$ cat config.mk
export PLATFORM = sky130hd
export DESIGN_NAME = swerve_wheel_odometry
export DESIGN_NICKNAME = d
export VERILOG_FILES = /design/src/rtl/core/swo_pkg.sv /design/src/rtl/core/swerve_wheel_odometry.sv
export SDC_FILE = /design/constraint.sdc
export NUM_CORES = 2
export LEC_CHECK = 0
export ABC_AREA = 1
export BUFFER_PORTS_ARGS = -buffer_cell sky130_fd_sc_hd__buf_2
export CAP_MARGIN = 0
export CORE_MARGIN = 2
export CORE_UTILIZATION = 52
export DETAILED_ROUTE_END_ITERATION = 10
export PLACE_DENSITY_LB_ADDON = 0.1
export SLEW_MARGIN = 20
export SYNTH_ARGS = -nofsm -noshare
export SYNTH_HDL_FRONTEND = slang
export SYNTH_SLANG_ARGS = --single-unit
$ cat constraint.sdc
create_clock -name clk -period 10.6 [get_ports clk]
set_input_delay 0 -clock clk [delete_from_list [all_inputs] [get_ports clk]]
set_output_delay 0 -clock clk [all_outputs]
set_load 0.005 [all_outputs]
$ cat src/rtl/core/swo_pkg.sv
`timescale 1ns / 1ps
// ----------------------------------------------------------------------------
// swo_pkg
// Types, constants and the arctangent table of the swerve wheel odometry.
// ----------------------------------------------------------------------------
package swo_pkg;

	localparam int WHEEL_COUNT    = 4;
	localparam int TRIG_TABLE_LEN = 24;
	localparam int CORDIC_W       = 34;
	localparam int SUM_W          = 56;
	localparam logic signed [CORDIC_W-1:0] CORDIC_GAIN = 34'sd652032874;

	typedef enum logic [1:0] {
		ACT_KEEP  = 2'd0,
		ACT_CLEAR = 2'd1,
		ACT_LOAD  = 2'd2,
		ACT_NONE  = 2'd3
	} action_t;

	typedef enum logic [2:0] {
		ST_IDLE,
		ST_LOAD,
		ST_CORDIC,
		ST_MULT,
		ST_DONE
	} state_t;

	localparam int CFG_START_X = 0;
	localparam int CFG_START_Y = 1;

	// Arctangent of 2^-i in units of 2^32 per turn.
	function automatic logic signed [CORDIC_W-1:0] atan_turns(input logic [4:0] i);
		logic [31:0] v;
		case (i)
			5'd0:  v = 32'h20000000;
			5'd1:  v = 32'h12E4051E;
			5'd2:  v = 32'h09FB385B;
			5'd3:  v = 32'h051111D4;
			5'd4:  v = 32'h028B0D43;
			5'd5:  v = 32'h0145D7E1;
			5'd6:  v = 32'h00A2F61E;
			5'd7:  v = 32'h00517C55;
			5'd8:  v = 32'h0028BE53;
			5'd9:  v = 32'h00145F2F;
			5'd10: v = 32'h000A2F98;
			5'd11: v = 32'h000517CC;
			5'd12: v = 32'h00028BE6;
			5'd13: v = 32'h000145F3;
			5'd14: v = 32'h0000A2FA;
			5'd15: v = 32'h0000517D;
			5'd16: v = 32'h000028BE;
			5'd17: v = 32'h0000145F;
			5'd18: v = 32'h00000A30;
			5'd19: v = 32'h00000518;
			5'd20: v = 32'h0000028C;
			5'd21: v = 32'h00000146;
			5'd22: v = 32'h000000A3;
			5'd23: v = 32'h00000051;
			default: v = 32'h0;
		endcase
		return $signed({2'b00, v});
	endfunction

endpackage

$ cat src/rtl/core/swerve_wheel_odometry.sv
`timescale 1ns / 1ps
// ----------------------------------------------------------------------------
// swerve_wheel_odometry
// Swerve drive position tracking from gyro heading and four wheel motions.
// ----------------------------------------------------------------------------
// One CORDIC unit, one step a cycle, is shared by the four wheels, and each
// wheel's sine and cosine are then multiplied by its travel bit-serially, one
// travel bit a cycle. The next item is taken once the previous one has moved
// to the output register.
module swerve_wheel_odometry #(
	parameter int TRIG_ITERATIONS = 16
) (
	input  logic               clk,
	input  logic               arst_n,
	input  logic               cfg_valid,
	output logic               cfg_ready,
	input  logic               cfg_index,
	input  logic signed [31:0] cfg_data,
	input  logic               in_valid,
	output logic               in_stall,
	input  logic signed [15:0] gyro_angle,
	input  logic signed [15:0] front_left_angle,
	input  logic signed [15:0] front_right_angle,
	input  logic signed [15:0] rear_left_angle,
	input  logic signed [15:0] rear_right_angle,
	input  logic signed [15:0] front_left_travel,
	input  logic signed [15:0] front_right_travel,
	input  logic signed [15:0] rear_left_travel,
	input  logic signed [15:0] rear_right_travel,
	input  logic        [1:0]  position_action,
	output logic               out_valid,
	input  logic               out_stall,
	output logic signed [31:0] position_x,
	output logic signed [31:0] position_y
);
	import swo_pkg::*;

	localparam int STEPS = (TRIG_ITERATIONS > TRIG_TABLE_LEN) ? TRIG_TABLE_LEN
		: TRIG_ITERATIONS;

	state_t state_q, state_d;
	logic [4:0] iter_q;
	logic [3:0] bit_q;
	logic [1:0] wheel_q;
	logic signed [31:0] start_x_q, start_y_q, pos_x_q, pos_y_q, base_x_q, base_y_q;
	logic signed [15:0] gyro_q;
	logic signed [15:0] ang_q [WHEEL_COUNT];
	logic signed [15:0] trav_q [WHEEL_COUNT];
	logic signed [CORDIC_W-1:0] x_q, y_q, z_q;
	logic signed [SUM_W-1:0] mx_q, my_q, sum_x_q, sum_y_q;
	logic [15:0] tr_q;
	logic flip_q, out_valid_q;

	logic in_acc, last_iter, last_bit, out_free;
	logic [15:0] rel, rel_f;
	logic flip;
	logic signed [CORDIC_W-1:0] dx, dy, at;
	logic signed [SUM_W-1:0] ts, tc;

	assign cfg_ready = 1'b1;
	assign in_stall  = (state_q != ST_IDLE);
	assign in_acc    = in_valid && !in_stall;
	assign out_valid = out_valid_q;
	assign out_free  = !out_valid_q || !out_stall;
	assign position_x = pos_x_q;
	assign position_y = pos_y_q;
	assign last_iter = (iter_q == 5'(STEPS - 1));
	assign last_bit  = (bit_q == 4'd15);

	// Relative angle, folded into the right half plane.
	assign rel   = gyro_q - ang_q[wheel_q];
	assign flip  = rel[15] ^ rel[14];
	assign rel_f = flip ? (rel ^ 16'h8000) : rel;

	assign dx = y_q >>> iter_q;
	assign dy = x_q >>> iter_q;
	assign at = atan_turns(iter_q);

	// The travel's top bit has negative weight; the fold flips both signs and
	// the Y sum takes minus cosine.
	always_comb begin
		ts = mx_q;
		tc = my_q;
		if (last_bit ^ flip_q)
			ts = -mx_q;
		if (!(last_bit ^ flip_q))
			tc = -my_q;
	end

	function automatic logic signed [31:0] sat_add(input logic signed [31:0] b,
		input logic signed [SUM_W-1:0] s);
		logic signed [33:0] r;
		r = {{2{b[31]}}, b} + {{10{s[SUM_W-1]}}, s[SUM_W-1:32]};
		if (r > 34'sh07FFFFFFF)
			return 32'sh7FFFFFFF;
		else if (r < -34'sh080000000)
			return -32'sh80000000;
		return r[31:0];
	endfunction

	always_ff @(posedge clk or negedge arst_n) begin
		if (!arst_n)
			state_q <= ST_IDLE;
		else
			state_q <= state_d;
	end

	always_comb begin
		state_d = state_q;
		case (state_q)
			ST_IDLE:   if (in_acc) state_d = ST_LOAD;
			ST_LOAD:   state_d = ST_CORDIC;
			ST_CORDIC: if (last_iter) state_d = ST_MULT;
			ST_MULT: begin
				if (last_bit)
					state_d = (wheel_q == 2'(WHEEL_COUNT - 1)) ? ST_DONE : ST_LOAD;
			end
			ST_DONE:   if (out_free) state_d = ST_IDLE;
			default:   state_d = ST_IDLE;
		endcase
	end

	always_ff @(posedge clk or negedge arst_n) begin
		if (!arst_n) begin
			start_x_q   <= '0;
			start_y_q   <= '0;
			pos_x_q     <= '0;
			pos_y_q     <= '0;
			out_valid_q <= 1'b0;
			iter_q      <= '0;
			bit_q       <= '0;
			wheel_q     <= '0;
		end else begin
			if (cfg_valid && cfg_ready) begin
				if (cfg_index == 1'(CFG_START_X))
					start_x_q <= cfg_data;
				else
					start_y_q <= cfg_data;
			end
			if (state_q == ST_DONE && out_free)
				out_valid_q <= 1'b1;
			else if (out_valid_q && !out_stall)
				out_valid_q <= 1'b0;
			case (state_q)
				ST_IDLE: begin
					wheel_q <= '0;
					if (in_acc) begin
						sum_x_q <= '0;
						sum_y_q <= '0;
						gyro_q  <= gyro_angle;
						ang_q[0] <= front_left_angle;
						ang_q[1] <= front_right_angle;
						ang_q[2] <= rear_left_angle;
						ang_q[3] <= rear_right_angle;
						trav_q[0] <= front_left_travel;
						trav_q[1] <= front_right_travel;
						trav_q[2] <= rear_left_travel;
						trav_q[3] <= rear_right_travel;
						case (action_t'(position_action))
							ACT_CLEAR: begin
								base_x_q <= '0;
								base_y_q <= '0;
							end
							ACT_LOAD: begin
								base_x_q <= start_x_q;
								base_y_q <= start_y_q;
							end
							default: begin
								base_x_q <= pos_x_q;
								base_y_q <= pos_y_q;
							end
						endcase
					end
				end
				ST_LOAD: begin
					x_q    <= CORDIC_GAIN;
					y_q    <= '0;
					z_q    <= {{2{rel_f[15]}}, rel_f, 16'h0000};
					flip_q <= flip;
					iter_q <= '0;
				end
				ST_CORDIC: begin
					if (!z_q[CORDIC_W-1]) begin
						x_q <= x_q - dx;
						y_q <= y_q + dy;
						z_q <= z_q - at;
					end else begin
						x_q <= x_q + dx;
						y_q <= y_q - dy;
						z_q <= z_q + at;
					end
					iter_q <= iter_q + 5'd1;
					bit_q  <= '0;
					tr_q   <= trav_q[wheel_q];
					if (last_iter) begin
						// Results of the final step go straight to the multiplicands.
						if (!z_q[CORDIC_W-1]) begin
							mx_q <= SUM_W'(y_q + dy);
							my_q <= SUM_W'(x_q - dx);
						end else begin
							mx_q <= SUM_W'(y_q - dy);
							my_q <= SUM_W'(x_q + dx);
						end
					end
				end
				ST_MULT: begin
					if (tr_q[0]) begin
						sum_x_q <= sum_x_q + ts;
						sum_y_q <= sum_y_q + tc;
					end
					mx_q  <= mx_q <<< 1;
					my_q  <= my_q <<< 1;
					tr_q  <= tr_q >> 1;
					bit_q <= bit_q + 4'd1;
					if (last_bit)
						wheel_q <= wheel_q + 2'd1;
				end
				ST_DONE: begin
					if (out_free) begin
						pos_x_q     <= sat_add(base_x_q, sum_x_q);
						pos_y_q     <= sat_add(base_y_q, sum_y_q);
					end
				end
				default: ;
			endcase
		end
	end

	a_accept_load: assert property (@(posedge clk) disable iff (!arst_n)
		in_acc |=> state_q == ST_LOAD)
		else $error("accepted item did not start a wheel");
	a_iter_range: assert property (@(posedge clk) disable iff (!arst_n)
		state_q == ST_CORDIC |-> iter_q < 5'(STEPS))
		else $error("CORDIC step count overran");
	a_result_src: assert property (@(posedge clk) disable iff (!arst_n)
		$rose(out_valid_q) |-> $past(state_q == ST_DONE))
		else $error("result shown without finishing an item");
	a_wheel_wrap: assert property (@(posedge clk) disable iff (!arst_n)
		state_q == ST_DONE |-> wheel_q == 2'd0)
		else $error("wheel count not complete at finish");

endmodule

==> results.toml <==
[critical_path]
crit_path_max_incr_delay_ps = 630
cpMostUsedCell = "nand3_1"
cpLargestDelayFamily = "simple AND/OR/NAND/NOR gates"
cp.required_ps = 10980
path_buf_inv = 4
cp-start-kind = "flip-flop"
end_kind = "flip-flop"
worst-path-max-fanout = 78
critPathSlowestCell = "nor4_1"
crit_type = "reg -> reg"
worstPathArrival_ps = 6730

[clock_network]
cts_setup_buffers = 0
cts_tree = "done"
cts_made_buffers = 81
path_clk_slew_ps = 60
cts_max_level = 3
cts_root_buf = "clkbuf_16"
clkSinkCount = 694
clock_latency_ps = 670
cts.path.max_buffers = 3

[die]
fp.dieW_um = 323
core_um2 = 100000
std_cell_rows = 116
ios = 251
start_util_pct = 52.6
die_y_um = 323
dieArea_um2 = 104000

[grt]
grt_pass1_wl_um = 261000
antenna_found_initial = 3
grt_max_degree = 86
grt.busiest_layer = "met2"
use_met1_pct = 43.5
grt-ovfl-total = 0
grt_util_all_layers_pct = 31.7
grtUsageMet2_pct = 52.9
grt_pass1_vias = 47000
grtUsageMet3_pct = 3.65

[route]
via_per_inst = 5.70
drt_wl_total_um = 168000
wl_per_cell_um = 19.2
drt_first_iter_violations = 4515
post-route-drc-count = 0
antenna_left = 0
firstDrtPassIters = 6
vias = 49800

[run_status]
run_status = "completed"

[power]
p_per_area_nw_per_um2 = 115
peakVddDrop_mv = 0.140
pwr-share-comb_pct = 14.4
power.leakage_nw = 25.5
cell_internal_pwr_w = 0.00495
clock_power_share_pct = 40.5
power.switching_w = 0.00193
total_power_w = 0.00688
seqPwrFrac_pct = 45.1
switching_share_pct = 28.0

[sta]
period_share_pct = 60.0
finalSetupViolations = 0
finalHoldViolations = 0
layout_min_cycle_time_ps = 6360
rsz0062_at_grt = "no"
report.final.slew_viol_count = 0
finClkSkew_ps = 24.2
slew_headroom_pct = 25.8
tightest_slew_ps = 1110
setup_tns_ps = 0
max_clock_freq_ghz = 0.157

[synth]
yosysMostFrequentCell = "nand2_1"
ys_types = 70
yosys_register_bits = 694
yosys_warnings = 0
synth_top_cells_by_count = "nand2_1, inv_1, nor2_1"
syn_inst = 6965
synthArstFlopShare_pct = 20.6
synth_area_per_cell_um2 = 7.58
syn-num-nets = 7465
synth_edf_count = 551
synth-main-ff-cell = "edfxtp_1"
synth_top_cell_by_area = "edfxtp_1"
synth-seq-area-share_pct = 38.1
yosys-top-cells-area = "edfxtp_1, nand2_1, ha_1, dfrtp_1, o21ai_0"
synth_area_um2 = 52800
yosysTopAreaCellShare_pct = 31.3

[placement]
io_buffers = 249
gp_congestion = 0.977
place_area_um2 = 55000
hpwlAfterDp_um = 125000

[layout]
final_nets = 7810
area_growth_pct = 13.0
final.fill_count = 9338
utilization_pct = 59.4
fin_area_um2 = 59700
drive_above_1_share_pct = 7.16

[hold_path]
hp-class = "in -> reg"

[flow_run]
cap_violations = 0
-- power groups by stage --
stage          clock network, W  logic, W  registers (W)
2_1_floorplan                 0  0.000641        0.00313
3_3_place_gp                  0  0.000903        0.00315
3_5_place_dp                  0  0.000909        0.00316
4_1_cts                 0.00283  0.000974        0.00310
5_1_grt                 0.00293   0.00110        0.00311
6_report                0.00279  0.000991        0.00310
-- final timing paths --
path | endpoint | slack (ps) | cells past startpoint | startpoint
setup / recovery | mx_q[33] | 4240 | 27 | iter_q[0]
hold / removal | ang_q[1][5] | 40 | 2 | front_right_angle[5]
setup reg to reg | mx_q[33] | 4240 | 27 | iter_q[0]
hold reg to reg | start_y_q[3] | 480 | 2 | start_y_q[3]
max in group asynchronous | position_x[10] | 9050 | 5 | arst_n
min in group asynchronous | state_q[0] | 480 | 4 | arst_n
-- registers in the layout (all words and copies together), names as in the netlist, 16 cells and up --
| name | flops |
|---|---|
| base_y_q | 32 |
| sum_y_q | 56 |
| z_q | 34 |
| sum_x_q | 56 |
| ang_q | 64 |
| gyro_q | 16 |
| my_q | 56 |
| position_y | 32 |
| mx_q | 56 |
| y_q | 34 |
| position_x | 32 |
| start_y_q | 32 |
| trav_q | 64 |
| start_x_q | 32 |
| x_q | 34 |
| tr_q | 16 |
| base_x_q | 32 |
-- cells in the final DEF (no fill, tap or decap), types with 25 or more instances in the layout --
master	netlist	layout
a21boi_0	56	56
a21o_1	43	43
a21oi_1	536	533
a31oi_1	95	95
buf_2	39	248
buf_4	12	42
clkbuf_1	136	26
clkbuf_16	0	81
dfrtp_1	143	139
dlygate4sd3_1	0	199
edfxtp_1	551	551
ha_1	308	307
inv_1	698	695
nand2_1	1558	1552
nand3_1	589	588
nand4_1	39	39
nor2_1	697	694
nor3_1	80	79
nor4_1	38	38
o211ai_1	25	25
o21a_1	44	43
o21ai_0	613	613
o21bai_1	28	28
xnor2_1	127	127
xor2_1	198	198
-- cell families after synthesis --
logic type / after synthesis / synth area share [%]
buffers and inverters: 949 / 7.28
AO/OA/AOI/OAI: 1588 / 17.0
adder cells (fa/ha/maj): 316 / 7.60
XOR/XNOR: 325 / 5.39
other: 1 / 0.00710
flip-flops: 694 / 38.1
multiplexers: 2 / 0.0379
AND/OR/NAND/NOR: 3090 / 24.6
-- worst reg2reg max path, cell delays in order (launching register included) --
cell and delay (ps):
dfrtp_2 330, buf_4 600, inv_2 360, buf_4 410, nand2_1 190, nand3_1 90
nand3_1 170, nand3_1 120, nand3_1 160, nand2_1 140, inv_1 80, ha_1 150
nand3_1 90, nor2_1 120, nand2_2 90, nor2_4 160, nand2_1 130, o21ai_2 310
xor2_1 160, ha_1 410, nand2_1 130, nor4_1 630, nand3_1 130, o21ai_0 430
nand3_1 140, nand2_1 100, xnor2_1 130, o21ai_0 90
-- layout make-up --
cell class | count | area [um2] | share of cell area [%]
Tap cell | 1357 | 1700 | 2.84
Clock buffer | 114 | 2220 | 3.72
Timing Repair Buffer | 492 | 3610 | 6.04
Clock inverter | 37 | 387 | 0.648
Inverter | 719 | 2710 | 4.54
Antenna cell | 2 | 5.00 | 0.00839
Sequential cell | 694 | 20100 | 33.7
Multi-Input combinational cell | 5322 | 28900 | 48.5
-- timing repair --
action                                  CTS  global route
endpoints found under the setup margin    0             0
hold buffers                            200             0
hold endpoints to repair                316             0
gates resized for setup                   0             0
-- per-stage QoR --
stage	hold WS [ps]	cells	setup slack, ps
after floorplan	-296	6965	584
after global placement	-86.3	8383	4420
after detailed placement	-86.5	8383	4330
after CTS	0.655	8734	4330
after global routing	19.8	8735	3630
final	35.1	8737	4240
-- layer usage --
layer | wire length (um) | vias to the layer above
met5 | 0 | -
met4 | 4660 | 0
met3 | 10500 | 241
met2 | 78100 | 1740
met1 | 74800 | 23300
li1 | - | 24500
No activity file was read; power rests on OpenSTA's default activity.
